--- config.mk ---
export PLATFORM = sky130hd
export DESIGN_NAME = sclm_find_first
export DESIGN_NICKNAME = d
export VERILOG_FILES = /design/src/rtl/sclm_pkg.sv /design/src/rtl/sclm_find_first.sv
export SDC_FILE = /design/constraint.sdc
export NUM_CORES = 1
export LEC_CHECK = 0
export BUFFER_PORTS_ARGS = -buffer_cell sky130_fd_sc_hd__clkbuf_2
export CAP_MARGIN = 15
export CELL_PAD_IN_SITES_DETAIL_PLACEMENT = 1
export CELL_PAD_IN_SITES_GLOBAL_PLACEMENT = 1
export CORE_AREA = 3 3 40 42
export DETAILED_ROUTE_END_ITERATION = 8
export DIE_AREA = 0 0 43 45
export PLACE_DENSITY = 0.63
export SLEW_MARGIN = 30
export SYNTH_ARGS = -nofsm -noshare
export SYNTH_HDL_FRONTEND = slang
export SYNTH_SLANG_ARGS = --single-unit
--- constraint.sdc ---
create_clock -name vclk -period 1.08
set_input_delay 0.054 -clock vclk [all_inputs]
set_output_delay 0.054 -clock vclk [all_outputs]
set_load 0.02 [all_outputs]
--- src/rtl/sclm_pkg.sv ---
// Shared types, codes and defaults for the sorted complex magnitude table.
package sclm_pkg;

   localparam int DEPTH_DEF         = 16;
   localparam int KEY_WIDTH_DEF     = 16;
   localparam int PAYLOAD_WIDTH_DEF = 32;

   localparam int MODE_W    = 3;
   localparam int STATUS_W  = 2;
   localparam int POS_W     = 4;
   localparam int OUT_IDX_W = 5;
   localparam int OUT_KEY_W = 16;
   localparam int OUT_PAY_W = 32;

   typedef enum logic [MODE_W-1:0] {
      MODE_INSERT = 3'd0,
      MODE_SEARCH = 3'd1,
      MODE_LOCATE = 3'd2,
      MODE_READ   = 3'd3,
      MODE_DELETE = 3'd4
   } mode_type;

   typedef enum logic [STATUS_W-1:0] {
      STATUS_DONE = 2'd0,
      STATUS_FULL = 2'd1,
      STATUS_MISS = 2'd2
   } status_type;

   typedef enum logic [1:0] {
      SHIFT_HOLD = 2'd0,
      SHIFT_UP   = 2'd1,
      SHIFT_DOWN = 2'd2
   } shift_type;

   typedef enum logic [1:0] {
      FLAG_GE = 2'd0,
      FLAG_GT = 2'd1,
      FLAG_EQ = 2'd2
   } flag_type;

   typedef enum logic [1:0] {
      SRC_NONE = 2'd0,
      SRC_NEW  = 2'd1,
      SRC_CELL = 2'd2
   } source_type;

   typedef struct packed {
      flag_type  flag_sel;
      shift_type shift;
   } cell_ctrl_type;

   typedef enum logic [5:0] {
      ST_IDLE    = 6'b000001,
      ST_SQUARE  = 6'b000010,
      ST_COMPARE = 6'b000100,
      ST_FIND    = 6'b001000,
      ST_SELECT  = 6'b010000,
      ST_EXEC    = 6'b100000
   } state_type;

endpackage

--- src/rtl/sclm_find_first.sv ---
// Tree that finds the lowest set flag along the cell row.
module sclm_find_first #(
   parameter int WIDTH       = sclm_pkg::DEPTH_DEF,
   parameter int INDEX_WIDTH = 4
) (
   input  logic [WIDTH-1:0]       flags,
   output logic                   found,
   output logic [INDEX_WIDTH-1:0] first
);

   localparam int LEVELS = $clog2(WIDTH);
   localparam int LEAVES = 1 << LEVELS;
   localparam int NODES  = 2 * LEAVES - 1;

   logic                   node_valid [NODES];
   logic [INDEX_WIDTH-1:0] node_idx   [NODES];

   for (genvar i = 0; i < LEAVES; i++) begin : g_leaf
      if (i < WIDTH) begin : g_real
         assign node_valid[LEAVES-1+i] = flags[i];
      end else begin : g_pad
         assign node_valid[LEAVES-1+i] = 1'b0;
      end
      assign node_idx[LEAVES-1+i] = INDEX_WIDTH'(i);
   end

   for (genvar n = 0; n < LEAVES - 1; n++) begin : g_node
      assign node_valid[n] = node_valid[2*n+1] | node_valid[2*n+2];
      assign node_idx[n]   = node_valid[2*n+1] ? node_idx[2*n+1] : node_idx[2*n+2];
   end

   assign found = node_valid[0];
   assign first = node_idx[0];

endmodule

## Yosys cells after proc, flatten, opt, wreduce, memory -nomap -nowiden

Cells that the tools add are included.

| storage, ports and cells | value |
|---|---|
| logic and storage cells | 30 |
| input port bits | 16 |
| register bits after elaboration | 0 |
| output and inout port bits | 5 |

| operators by class | value |
|---|---|
| bitwise gates (word level) | 15 |
| mux-type cells | 15 |

Operators by type and width:

| kind | count |
|---|---|
| $mux W4 | 7 |
| $or A1 B1 Y1 | 15 |
| $mux W1 | 8 |

## Logic depth before layout (Yosys ltp)

| depth | value |
|---|---|
| depth after elaboration | 4 |
| mapped depth | 4 |
| depth with buffers taken out | 4 |

## Worst setup path before layout

OpenSTA, ideal clock, no wires.

| timing path | value |
|---|---|
| path type | input to output |
| from | input port flags[9] |
| to | output port first[1] |
| setup slack | -0.364 ns |
| required time | 1.026 ns |
| arrival | 1.390 ns |
| stages on the path | 3 |
| buffers on the path | 0 |
| cells stage by stage | nor2_1 -> o31ai_1 -> a2111oi_0 |

| between the ends | value |
|---|---|
| cells in the longest elaborated chain, start to end | 4 |
| elaborated cells on any way between the ends | 5 |
| those cells by class | 3 x mux; 2 x bitwise |

RTL lines:

| what | RTL line | text |
|---|---|---|
| start, declared | sclm_find_first.sv:6 | `input logic [WIDTH-1:0] flags,` |
| $or A1 B1 Y1 * | sclm_find_first.sv:28 | `assign node_valid[n] = node_valid[2*n+1] \| node_valid[2*n+2];` |
| $mux W4 / $or A1 B1 Y1 (equally long branches) | sclm_find_first.sv:29, sclm_find_first.sv:28 |  |
| $mux W4 * (2 in series) | sclm_find_first.sv:29 | `assign node_idx[n] = node_valid[2*n+1] ? node_idx[2*n+1] : node_idx[2*n+2];` |
| end, declared | sclm_find_first.sv:8 | `output logic [INDEX_WIDTH-1:0] first` |

Mark *: on every way between the ends. The rest lies on a longest branch, timed or not.

## Final worst setup path

| timing path | value |
|---|---|
| from | input port flags[1] |
| to | output port first[0] |

| between the ends | value |
|---|---|
| cells in the longest elaborated chain, start to end | 4 |
| elaborated cells on any way between the ends | 6 |
| those cells by class | 3 x mux; 3 x bitwise |

RTL lines:

| what | RTL line |
|---|---|
| $or A1 B1 Y1 * | sclm_find_first.sv:28 |
| $mux W4 / $or A1 B1 Y1 (equally long branches) (2 in series) | sclm_find_first.sv:29, sclm_find_first.sv:28 |
| $mux W4 * | sclm_find_first.sv:29 |

Marked as above.

==> results_dict.tcl <==
set metrics [dict create \
    synth.distinct_cells 13 \
    ys_seq_area_share_pct 0 \
    cts-hold-fix-buffers 0 \
    critPathLaunchType "input port" \
    sequentialPowerShare_pct 0 \
    synth_top_family_by_area "simple AND/OR/NAND/NOR gates" \
    tightest_slew_ps 351.4 \
    grt_pass1_vias 272 \
    violations "negative setup slack" \
    drive_gt1_share_pct 60.42 \
    drtIter0Drc 0 \
    peakVddDrop_mv 0.1087 \
    drv_cap 0 \
    synth_compound_gate_area_share_pct 37.29 \
    synthSimpleGateAreaFrac_pct 55.08 \
    syn2layout_area_growth_pct 123.7 \
    dp.cells 63 \
    place.gp.congestion 0.6738 \
    grt_pass1_wl_um 1117 \
    ff_latch_area_um2 0 \
    synth_top_area_share_pct 15.25 \
    core_um2 1285 \
    final_cells 63 \
    routed_via_density 4.397 \
    num_antenna_cells 0 \
    yosysWarningCount 0 \
    yosysTopAreaCell "nor2_1" \
    ant_nets 0 \
    finalSetupTns_ps -86.27 \
    total_power_uw 104.0 \
    worstHoldStart "flags[15]" \
    hp-class "input port to output pin" \
    wire_per_inst_um 10.76 \
    hold_viol 0 \
    port_buffers 21 \
    fillerInstances 173 \
    antenna_found_initial 0 \
    die_w_um 43 \
    drc_errors 0 \
    slew_viol_final 0 \
    ioPinCount 21 \
    power.internal_uw 52.91 \
    nClkBuffers 0 \
    critPathRequiredTime_ps 1030 \
    grtUsageTotal_pct 7.048 \
    startpoint "flags[1]" \
    arrival_ps 1080 \
    status "finished, violations left" \
    grt_max_degree 6 \
    cp_max_fo 3 \
    grt_overflow 0 \
    netlist_instances 25 \
    final_cell_mix "clkbuf_2 (14), nor2_1 (5), buf_4 (4)" \
    flops_and_latches 0 \
    die_y_um 45 \
    max_freq_mhz 884.6 \
    finalSetupViolations 2 \
    p_comb_share_pct 100.0 \
    post_cts_buffers 0 \
    p_leak_nw 0.1569 \
    whs_path_depth 4 \
    rows 13 \
    hpwl_um 606.2 \
    synthMuxAreaShare_pct 0 \
    whs_endpoint "found" \
    fin_area_um2 330.3 \
    syn_nets 41 \
    initial_core_util_pct 11.49 \
    post-route-min-period_ps 1130 \
    dpl_cell_area_um2 292.8 \
    die_area_um2 1935 \
    slew_headroom_pct 76.37 \
    power_frac_clock_pct 0 \
    cellPowerDensity_nw_per_um2 314.9 \
    fin_hold_ws_ps 430.9 \
    criticalPathCategory "input port to output pin" \
    vias 277 \
    crit_path_end_kind "output pin" \
    period_share_pct 104.7 \
    firstDrtPassIters 1 \
    synthTopCellsByArea "nor2_1 (15%), a21oi_1 (10%), o31ai_1 (10%)" \
    rsz0062_at_grt "true" \
    synth_xor_area_share_pct 0 \
    synthAdderAreaFrac_pct 0 \
    layout_commonest_cell "clkbuf_2" \
    nNetsFinal 66 \
    setup_slack_ps -50.39 \
    p_sw_uw 51.12 \
    switching_share_pct 49.14 \
    routed_wl_um 678 \
    synth_area_um2 147.6 \
    avgSynthCellArea_um2 5.906 \
]
## worst max-delay path by stage
stage | to | slack, ps
after floorplan | first[0] | 40
after global placement | found | -40
after detailed placement | first[0] | -40
after CTS | first[0] | -40
after global routing | first[0] | -90
final | first[0] | -50
## synth_stat cells (2+ instances only)
cell type	number
a21oi_1	3
inv_1	3
nand2_1	2
nor2_1	6
nor4_1	2
o31ai_1	2
## routing by layer
layer	vias to the layer above	track usage [%]	share of wire, %
met5	-	0	0
met4	0	0	0
met3	0	0.7968	14
met2	16	13.17	44
met1	115	9.286	43
li1	146	-	-
## layout make-up
type               count  area [um2]  area share [%]
inverters              3       11.26           3.409
repair buffers        23       143.9           43.56
well taps             15       18.77           5.682
multi-input cells     22       156.4           47.35
## critical path, cell delays in order
cell and delay (ps):
buf_6 90, or4_4 550, nor2b_4 140, a211oi_2 70
buf_4 170
## stage by stage
| stage | setup slack (ps) | utilization [%] |
|---|---|---|
| floorplan | 40.45 | - |
| global placement | -40.71 | 22.78 |
| detailed placement | -41.35 | 22.78 |
| CTS | -43.80 | 22.78 |
| global route | -93.54 | 25.71 |
| finish | -50.39 | 25.71 |
## logic make-up (layout without fill, tap and decap cells)
| kind of cell | after synthesis | count (layout) |
|---|---|---|
| buffers and inverters | 3 | 26 |
| AOI/OAI and AO/OA | 8 | 8 |
| and+or+nand+nor | 14 | 14 |
## power by group through the flow
stage,Combinational [mW],Sequential (mW),Clock (mW)
floorplan,0.0350,0,0
global placement,0.0921,0,0
detailed placement,0.0928,0,0
CTS,0.0932,0,0
global route,0.115,0,0
finish,0.104,0,0
## repair_timing
item                                    CTS  global route
endpoints found under the setup margin    2             5
pin swaps                                 0             3
resized for setup                         0            16
Note: power is estimated with default switching activity, not from simulation.
