--- config.mk ---
export PLATFORM = sky130hd
export DESIGN_NAME = sclm_cell
export DESIGN_NICKNAME = d
export VERILOG_FILES = /design/src/rtl/sclm_pkg.sv /design/src/rtl/sclm_cell.sv
export SDC_FILE = /design/constraint.sdc
export NUM_CORES = 1
export LEC_CHECK = 0
export BUFFER_PORTS_ARGS = -buffer_cell sky130_fd_sc_hd__clkbuf_2
export CAP_MARGIN = 30
export CORE_AREA = 2 2 156 158
export DETAILED_ROUTE_END_ITERATION = 6
export DIE_AREA = 0 0 158 160
export HOLD_SLACK_MARGIN = 0.02
export MAX_ROUTING_LAYER = met4
export PLACE_DENSITY_LB_ADDON = 0.12
export SLEW_MARGIN = 5
export SYNTH_ARGS = -nofsm -noshare
export SYNTH_HDL_FRONTEND = slang
export SYNTH_SLANG_ARGS = --single-unit
--- constraint.sdc ---
create_clock -name clock -period 6.98 [get_ports clock]
set_clock_uncertainty 0.1 [all_clocks]
set_input_delay 0.349 -clock clock [delete_from_list [all_inputs] [get_ports clock]]
set_output_delay 0.349 -clock clock [all_outputs]
set_load 0.03 [all_outputs]
--- src/rtl/sclm_pkg.sv ---
// Shared types, codes and defaults for the sorted complex magnitude table.
package sclm_pkg;

   localparam int DEPTH_DEF         = 16;
   localparam int KEY_WIDTH_DEF     = 16;
   localparam int PAYLOAD_WIDTH_DEF = 32;

   localparam int MODE_W    = 3;
   localparam int STATUS_W  = 2;
   localparam int POS_W     = 4;
   localparam int OUT_IDX_W = 5;
   localparam int OUT_KEY_W = 16;
   localparam int OUT_PAY_W = 32;

   typedef enum logic [MODE_W-1:0] {
      MODE_INSERT = 3'd0,
      MODE_SEARCH = 3'd1,
      MODE_LOCATE = 3'd2,
      MODE_READ   = 3'd3,
      MODE_DELETE = 3'd4
   } mode_type;

   typedef enum logic [STATUS_W-1:0] {
      STATUS_DONE = 2'd0,
      STATUS_FULL = 2'd1,
      STATUS_MISS = 2'd2
   } status_type;

   typedef enum logic [1:0] {
      SHIFT_HOLD = 2'd0,
      SHIFT_UP   = 2'd1,
      SHIFT_DOWN = 2'd2
   } shift_type;

   typedef enum logic [1:0] {
      FLAG_GE = 2'd0,
      FLAG_GT = 2'd1,
      FLAG_EQ = 2'd2
   } flag_type;

   typedef enum logic [1:0] {
      SRC_NONE = 2'd0,
      SRC_NEW  = 2'd1,
      SRC_CELL = 2'd2
   } source_type;

   typedef struct packed {
      flag_type  flag_sel;
      shift_type shift;
   } cell_ctrl_type;

   typedef enum logic [5:0] {
      ST_IDLE    = 6'b000001,
      ST_SQUARE  = 6'b000010,
      ST_COMPARE = 6'b000100,
      ST_FIND    = 6'b001000,
      ST_SELECT  = 6'b010000,
      ST_EXEC    = 6'b100000
   } state_type;

endpackage

--- src/rtl/sclm_cell.sv ---
// One table slot: holds an entry, compares it with the probe, shifts with its neighbours.
module sclm_cell #(
   parameter int KEY_WIDTH     = sclm_pkg::KEY_WIDTH_DEF,
   parameter int PAYLOAD_WIDTH = sclm_pkg::PAYLOAD_WIDTH_DEF,
   parameter int INDEX_WIDTH   = 4,
   parameter int COUNT_WIDTH   = 5,
   parameter int INDEX         = 0
) (
   input  logic                                   clock,
   input  sclm_pkg::cell_ctrl_type                ctrl,
   input  logic [INDEX_WIDTH-1:0]                 target,
   input  logic [COUNT_WIDTH-1:0]                 count,
   input  logic [4*KEY_WIDTH+PAYLOAD_WIDTH-1:0]   new_entry,
   input  logic [4*KEY_WIDTH+PAYLOAD_WIDTH-1:0]   left_entry,
   input  logic [4*KEY_WIDTH+PAYLOAD_WIDTH-1:0]   right_entry,
   output logic [4*KEY_WIDTH+PAYLOAD_WIDTH-1:0]   entry,
   output logic                                   flag
);

   localparam int MW = 2 * KEY_WIDTH;
   localparam int EW = 4 * KEY_WIDTH + PAYLOAD_WIDTH;
   localparam int PW = PAYLOAD_WIDTH;
   localparam int KW = KEY_WIDTH;

   logic [EW-1:0] entry_ff, entry_in;
   logic          flag_ff, flag_in;
   logic          live;
   logic [MW-1:0] own_mag, probe_mag;
   logic          key_eq;

   assign own_mag   = entry_ff[EW-1 -: MW];
   assign probe_mag = new_entry[EW-1 -: MW];
   assign key_eq    = entry_ff[PW+2*KW-1:PW] == new_entry[PW+2*KW-1:PW];
   assign live      = COUNT_WIDTH'(INDEX) < count;

   always_comb begin
      case (ctrl.flag_sel)
         sclm_pkg::FLAG_GE: flag_in = live && (own_mag >= probe_mag);
         sclm_pkg::FLAG_GT: flag_in = live && (own_mag > probe_mag);
         sclm_pkg::FLAG_EQ: flag_in = live && key_eq;
         default:           flag_in = 1'b0;
      endcase
   end

   always_comb begin
      entry_in = entry_ff;
      case (ctrl.shift)
         sclm_pkg::SHIFT_UP: begin
            if (INDEX_WIDTH'(INDEX) > target) begin
               entry_in = left_entry;
            end else if (INDEX_WIDTH'(INDEX) == target) begin
               entry_in = new_entry;
            end
         end
         sclm_pkg::SHIFT_DOWN: begin
            if (INDEX_WIDTH'(INDEX) >= target) begin
               entry_in = right_entry;
            end
         end
         default: entry_in = entry_ff;
      endcase
   end

   always_ff @(posedge clock) begin
      entry_ff <= entry_in;
      flag_ff  <= flag_in;
   end

   assign entry = entry_ff;
   assign flag  = flag_ff;

endmodule

-- After elaboration in Yosys (flattened, before gate mapping)
Cells that the tools add are included.
- order comparisons: 5
- equality and inequality tests: 7
- multiplexer cells: 5
- reduce and logical (&&, ||, !) cells: 7
- operators by type and width (cell ; count):
    96-bit two-way mux ; 3
    96-bit case mux with 2 select lines ; 1
    32-bit == test ; 1
    32-bit greater-or-equal comparator ; 1
    32-bit greater-than comparator ; 1
    1-bit by 5-bit < comparator with 1-bit output (first input constant) ; 1
    2-bit by 1-bit == test with 1-bit output (second input constant) ; 2
    2-bit == test (second input constant) ; 2
    1-bit by 4-bit greater-or-equal comparator with 1-bit output (first input constant) ; 1
    1-bit by 4-bit greater-than comparator with 1-bit output (first input constant) ; 1
    4-bit logical NOT ; 1
    1-bit logical AND ; 3
    3-bit != test (second input constant) ; 1
    1-bit case mux with 3 select lines ; 1
    3-bit AND reduction ; 1
    2-bit logical NOT ; 1
    2-bit != test (second input constant) ; 1
    2-bit nonzero test ; 1
- flip-flop bits (word level): 97
- bits of input ports: 302
- output and inout bits: 97
- logic and storage cells: 26

-- Longest topological paths before layout
Gate-level depths: netlist of run 1.
- word-level depth: 4
- depth in mapped cells: 8
- depth with buffers taken out: 8

-- Least setup slack after synthesis of run 1
No wires, ideal clock.
- path type: input to register
- start point: input port ctrl[0] (netlist bit)
- end point: register entry_ff[0], in the netlist entry[0] (enable)
- library setup time: 0.582 ns
- data arrival time: 5.679 ns
- required time: 6.298 ns
- setup slack: 0.619 ns
- stages: 5
- path buffers: 3
- cell sequence: nand2b_1 > clkbuf_1 > clkbuf_1 > buf_2 > a21oi_1
- longest elaborated chain between the ends: 3
- elaborated cells between the ends (all ways): 6
- RTL lines (what ; RTL line ; RTL):
    start, declared ; sclm_cell.sv:10 ; input sclm_pkg::cell_ctrl_type ctrl,
    2-bit by 1-bit == test with 1-bit output / 2-bit == test (equally long branches) ; sclm_cell.sv:47 ; case (ctrl.shift)
    3-bit != test (no source line) (tied with other cells) ; n/a ;
    3-bit AND reduction (no source line) * ; n/a ;
    end signal, assigned ; sclm_cell.sv:65 ; entry_ff <= entry_in;
    end, declared ; sclm_cell.sv:25 ; logic [EW-1:0] entry_ff, entry_in;
Mark *: on every way between the ends. The rest lies on a longest branch, timed or not.
A chain may end at the register's enable or synchronous reset.

-- Worst setup path in the final report of run 1
- start point: register entry_ff[93], in the netlist entry[93]
- end point: register flag_ff, in the netlist flag
- longest elaborated chain between the ends: 3
- elaborated cells between the ends (all ways): 5
- RTL lines (what ; RTL line ; RTL):
    32-bit greater-than comparator / 32-bit greater-or-equal comparator (equally long branches) ; sclm_cell.sv:39, sclm_cell.sv:38 ;
    1-bit logical AND (on tied branches) ; sclm_cell.sv:39, sclm_cell.sv:38 ;
    1-bit case mux with 3 select lines * ; sclm_cell.sv:37 ; case (ctrl.flag_sel)
    end signal, assigned ; sclm_cell.sv:66 ; flag_ff <= flag_in;
    end, declared ; sclm_cell.sv:26 ; logic flag_ff, flag_in;
Marked as above.

==> results of run 1 <==
[worst max-delay path by stage]
| stage | end | cells after the start | slack (ps) |
|---|---|---|---|
| 6_report | flag | 7 | 4530 |
| 3_3_place_gp | entry[83] | 4 | 4400 |
| 5_1_grt | flag | 7 | 4400 |
| 4_1_cts | flag | 7 | 4490 |
| 3_5_place_dp | entry[89] | 4 | 4360 |
| 2_1_floorplan | entry[0] | 5 | 620 |
[logic make-up after synthesis]
| kind of cell | Yosys count | synth area share (%) |
|---|---|---|
| buf+inv | 48 | 3.48 |
| flops | 97 | 54.8 |
| simple gates | 39 | 4.33 |
| compound gates | 28 | 3.36 |
| mux | 96 | 20.4 |
| xor+xnor | 32 | 5.30 |
| fa+ha+maj | 35 | 8.27 |
[per-stage QoR]
stage               setup slack [ps]  cells
finish                          4530   1009
global route                    4400   1009
CTS                             4490   1009
detailed placement              4360    993
global placement                4400    993
floorplan                        619    375
[layer usage]
layer | global-route usage (%) | wire length (um) | vias to the layer above | share of wire (%)
met5 | - | 0 | - | 0
met4 | 3.07 | 189 | 0 | 1.2
met3 | 3.61 | 1190 | 10 | 7.7
met2 | 19.6 | 7320 | 172 | 47
met1 | 15.1 | 6780 | 1888 | 44
li1 | - | - | 2014 | -
[area by class of cell]
class | count | area share, %
flip-flops and latches | 97 | 38.7
well taps | 324 | 5.40
repair buffers | 305 | 20.4
inverters | 37 | 1.85
clock inverters | 7 | 1.03
multi-input cells | 230 | 29.6
clock buffers | 9 | 3.00
[sequential cells by signal (all words and copies together) (netlist names)]
register and count:
entry 96, flag 1
[report_power, final]
| group | internal (mW) | switching (mW) |
|---|---|---|
| registers | 0.657 | 0.00564 |
| logic | 0.110 | 0.0973 |
| clock network | 0.283 | 0.242 |
| total | 1.05 | 0.345 |
[worst max-delay path, delay by kind of cell, from the launching register on]
| family | cells | cell delay [ps] |
|---|---|---|
| and+or+nand+nor | 3 | 1170 |
| DFF | 1 | 390 |
| AOI/OAI and AO/OA | 3 | 360 |
| adders and majority gates | 1 | 310 |
[cell usage in the layout, fill, tap and decap left out, types with 4 or more instances in the layout]
master,count
xnor2_1,23
o21ai_0,4
xor2_1,9
clkbuf_16,9
clkbuf_2,302
a21oi_1,12
nand4_1,14
edfxtp_1,96
inv_1,37
nor4_1,4
mux2_2,96
ha_1,35
nand2_1,7
==> out/metrics.csv, run 1 <==
metric;value;unit
GP Congestion;0.716;
Period minus WS final;2450;ps
CTS tree;built;
Max-cap violations;0;
I/O pins;399;
clk buf depth;2;
worst path arrival time;2590;ps
antenna violations before repair;0;
# port buffers;302;
vias in the first global route;4321;
post-synth top area share;54.5;%
Unique masters post-synth;31;
Worst R2R Path Depth;7;
Worst Tran Pin Value;771;ps
clk slew on worst S/H paths;70;ps
FF+latch area;2900;um^2
Setup Viol. Count Final;0;
Clk Latency, worst-skew pair;350;ps
RSZ-0062 raised after global routing;false;
WHS Endpoint;entry[13];
post-DP HPWL;12.2;mm
clk root buf;clkbuf_16;
final instance area;7510;um^2
hold path depth;2;
Pre-antenna DRT Iters;5;
Slew Limit Headroom;48.6;%
CORE AREA;23800;um^2
Synth Cell Area;5290;um^2
Mean Syn Cell Area;14.1;um^2
layout cell share with drive strength beyond 1;61.6;%
wirelength, routed;15.5;mm
HP Start;right_entry[13];
GRT overflow;0;
full die area;25300;um^2
#FFs+latches synth;97;
async set or reset register ratio after synthesis;0;%
WHS;197;ps
Post-Synthesis Cells;375;
Crit. End Element;flop;
DRC errors left;0;
cell taking the most area after synthesis;edfxtp_1;
CTS sink count;97;
antenna-violating nets left;0;
# H-tree levels;3;
Post-CTS Hold Buffers;0;
pwr/cell area;186;nW/um^2
utilization after layout;31.5;%
number of instances resized during post-cts repair;0;
Synth Flop Type;edfxtp_1;
Layout area overhead;41.9;%
largest net degree at the start of global routing;53;
RR Endpoint;flag;
Syn Nets;712;
static leakage;3.38;nW
Final nets;1017;
Tot GR Track Use;12.2;%
Final Hold Vio Count;0;
Max Transition Viols Final;0;
flop-to-flop setup slack;4530;ps
worst IR drop on VDD;123;uV
antenna cells;0;
Avg WL per Cell;15.3;um
clock buffer count from CTS;9;
commonest cells in the synthesized netlist;edfxtp_1 (96), mux2_2 (96), inv_1 (37);
status;finished, final reports clean;
yosys warns;0;
Startpoint Class;flop;
Die X;158;um
std cell rows;57;
PnR Total Power;1.39;mW
1st-iter DRT viols;162;
multi-input logic area;2220;um^2
setup_tns;0;ps
CP peak stage delay;590;ps
wire length of the first global-routing pass;22.9;mm
post-synthesis sequential area ratio;54.8;%
critical path launch point;entry[93];
Post-synth EDFFs;96;
Tightest Hold Check Type;input port to flop;
CP Max Fanout;3;
main area contributors after synthesis;edfxtp_1 (54%), mux2_2 (20%), ha_1 (8.3%);
Setup Buffers After CTS;0;
Worst Path Required;7110;ps
Initial Utilization;22.2;%
Via Count;4084;
FF-to-FF Start;entry[93];
via/cell ratio;4.05;
crit-path cells;ha_1 -> nand4_1 -> or4_4 -> or3b_1 -> a21o_1 -> o311ai_1 -> o21ai_2;
FMAX;408;MHz
fill count;2529;
placed inst area;7210;um^2
die boundary height;160;um
critical path type;flop to flop;
Worst path slowest cell;or4_4;
post-route clock period utilization;35.2;%
Note: power is estimated with default switching activity, not from simulation.
==> inputs of run 2 (changes only) <==
--- a/config.mk
+++ b/config.mk
@@ -7,9 +7,9 @@
 export LEC_CHECK = 0
 export BUFFER_PORTS_ARGS = -buffer_cell sky130_fd_sc_hd__clkbuf_2
 export CAP_MARGIN = 30
-export CORE_AREA = 2 2 156 158
+export CORE_AREA = 2 2 155 157
 export DETAILED_ROUTE_END_ITERATION = 6
-export DIE_AREA = 0 0 158 160
+export DIE_AREA = 0 0 157 159
 export HOLD_SLACK_MARGIN = 0.02
 export MAX_ROUTING_LAYER = met4
 export PLACE_DENSITY_LB_ADDON = 0.12
==> constraint.sdc (replaced) <==
create_clock -name clock -period 1.97 [get_ports clock]
set_clock_uncertainty 0.1 [all_clocks]
set_input_delay 0.0985 -clock clock [delete_from_list [all_inputs] [get_ports clock]]
set_output_delay 0.0985 -clock clock [all_outputs]
set_load 0.03 [all_outputs]
==> out/metrics.csv, run 2 (synthesis gave the netlist of run 1 again) <==
metric;value;unit;change
Cells after DPL;1014;;was 993
CP bufs+invs;0;;unchanged
Die X;157;um;was 158 um
most frequent cells in the layout;clkbuf_2 (302), dlygate4sd3_1 (191), mux2_2 (96), edfxtp_1 (96), inv_1 (37);;was clkbuf_2 (302), mux2_2 (96), edfxtp_1 (96), inv_1 (37), ha_1 (35)
antenna cells;0;;unchanged
Detail Route met3 WL;1.19;mm;about the same
Met2 Wirelength;8.72;mm;was 7.32 mm
Final WS setup;-379;ps;was 4530 ps
layout cell share with drive strength beyond 1;50.9;%;was 61.6%
wirelength, routed;17.6;mm;was 15.5 mm
CP endpoint;flag;;unchanged
RSZ-0062 raised after global routing;true;;was false
Max Transition Viols Final;0;;unchanged
max FFs per register;96;;unchanged
std cell rows;56;;was 57
FF-to-FF Start;entry[83];;was entry[93]
CORE AREA;23200;um^2;was 23800 um^2
Period minus WS final;2350;ps;was 2450 ps
failing checks;setup timing;;
Worst Path Required;2100;ps;was 7110 ps
CTS sink count;97;;unchanged
Max-cap violations;0;;unchanged
vias in the first global route;5593;;was 4321
Post-Route M1 WL;7.44;mm;was 6.78 mm
antenna-violating nets left;0;;unchanged
static leakage;4.34;nW;was 3.38 nW
post-route clock period utilization;119;%;was 35.2%
Psw;1.33;mW;was 345 uW
DR top layer;met4;;unchanged
largest net degree at the start of global routing;58;;was 53
Logic pwr share;22.0;%;was 14.9%
# H-tree levels;3;;unchanged
RR Endpoint;flag;;unchanged
antenna violations before repair;0;;unchanged
Pre-antenna DRT Iters;4;;was 5
Clock power frac;33.5;%;was 37.6%
Sw Share;25.3;%;was 24.7%
PnR Total Power;5.28;mW;was 1.39 mW
CP peak stage delay;570;ps;was 590 ps
Initial Utilization;22.8;%;was 22.2%
clk buf depth;2;;unchanged
Tot GR Track Use;14.5;%;was 12.2%
worst path arrival time;2480;ps;was 2590 ps
Clk Latency, worst-skew pair;350;ps;about the same
crit-path cells;ha_4 -> nand4_1 -> or4_4 -> or3b_4 -> a21o_1 -> o311ai_2 -> o21ai_2;;was ha_1 -> nand4_1 -> or4_4 -> or3b_1 -> a21o_1 -> o311ai_1 -> o21ai_2
post-DP HPWL;12.6;mm;was 12.2 mm
non-filler cells in the finished layout;1224;;was 1009
Final nets;1237;;was 1017
Worst R2R Path Depth;7;;unchanged
Tightest Hold Check Type;input port to flop;;unchanged
GP Congestion;0.755;;was 0.716
GRT overflow;0;;unchanged
Setup Viol. Count Final;1;;was 0
Final Hold Vio Count;0;;unchanged
CTS tree;built;;unchanged
full die area;25000;um^2;was 25300 um^2
Worst Tran Pin Value;362;ps;was 771 ps
die boundary height;159;um;was 160 um
leading cell type in the layout, fill and taps excluded;clkbuf_2;;unchanged
Crit path depth;7;;unchanged
Startpoint Class;flop;;unchanged
Worst path slowest cell;or4_4;;unchanged
clk slew on worst S/H paths;80;ps;was 70 ps
Avg WL per Cell;14.4;um;was 15.3 um
Slew Limit Headroom;75.9;%;was 48.6%
critical path launch point;entry[83];;was entry[93]
worst IR drop on VDD;327;uV;was 123 uV
CP Max Fanout;2;;was 3
clk root buf;clkbuf_16;;unchanged
pwr/cell area;541;nW/um^2;was 186 nW/um^2
Crit. End Element;flop;;unchanged
FMAX;426;MHz;was 408 MHz
delay-heaviest family, CP;simple AND/OR/NAND/NOR gates;;unchanged
status;finished with violations;;was finished, final reports clean
1st-iter DRT viols;196;;was 162
DRC errors left;0;;unchanged
I/O pins;399;;unchanged
setup_tns;-379;ps;was 0 ps
clock buffer count from CTS;9;;unchanged
Layout area overhead;84.2;%;was 41.9%
Int Pwr;3.94;mW;was 1.05 mW
wire length of the first global-routing pass;27.3;mm;was 22.9 mm
# port buffers;302;;unchanged
critical path type;flop to flop;;unchanged
Flop pwr share;44.5;%;was 47.5%
flop-to-flop setup slack;-380;ps;was 4530 ps
via/cell ratio;4.10;;was 4.05
Via Count;5016;;was 4084
[run 2: repair_timing]
item                       in CTS  in global routing
gates resized for setup         3                  3
setup endpoints to repair       1                  1
hold endpoints to repair       96                  0
hold buffers                  191                  0
setup buffers                   1                  2
pin swaps                       6                  3
gates cloned                    0                  0
[run 2: cell type report]
| cell class | instances | area (um^2) |
|---|---|---|
| clock inverters | 7 | 61.3 |
| flip-flops and latches | 97 | 2900 |
| multi-input cells | 230 | 2310 |
| fillers | 2252 | 13400 |
| repair buffers | 525 | 3710 |
| inverters | 37 | 139 |
| clock buffers | 9 | 225 |
| well taps | 319 | 399 |
[run 2: worst register-to-register path: cells and delay by family, from the launching register on]
| kind | cells | cell delay, ps |
|---|---|---|
| AOI/OAI and AO/OA | 3 | 320 |
| DFF | 1 | 440 |
| and+or+nand+nor | 3 | 1070 |
| adders and majority gates | 1 | 300 |
[run 2: power groups by stage]
stage	combinational (mW)	sequential [mW]	clock, mW
3_3_place_gp	0.779	2.39	0
4_1_cts	1.15	2.35	1.86
2_1_floorplan	0.345	2.47	0
3_5_place_dp	0.786	2.39	0
6_report	1.16	2.35	1.77
5_1_grt	1.27	2.35	1.93
[run 2: per-layer routing]
metal  GRT usage (%)  up-vias
met2            25.2      207
met4            4.05        0
met1            16.4     2337
li1                -     2456
met3            3.59       16
met5               -        -
[run 2: worst min path at each step]
stage / from / endpoint / slack (ps) / cells after the start
floorplan: right_entry[0] / entry[0] / 220 / 1
global placement: new_entry[29] / entry[29] / 300 / 2
detailed placement: new_entry[5] / entry[5] / 300 / 2
CTS: new_entry[69] / entry[69] / 30 / 3
global route: new_entry[57] / flag / 50 / 4
finish: new_entry[57] / flag / 50 / 4
[run 2: per-stage QoR]
| step | hold WS, ps | utilization [%] | setup slack [ps] | cell area, um^2 |
|---|---|---|---|---|
| 4_1_cts | 33.0 | 41.8 | -411 | 9700 |
| 6_report | 49.0 | 42.0 | -379 | 9750 |
| 3_5_place_dp | 304 | 32.2 | -395 | 7470 |
| 3_3_place_gp | 300 | 32.2 | -352 | 7470 |
| 2_1_floorplan | 218 | - | -806 | 5370 |
| 5_1_grt | 54.9 | 42.0 | -496 | 9750 |
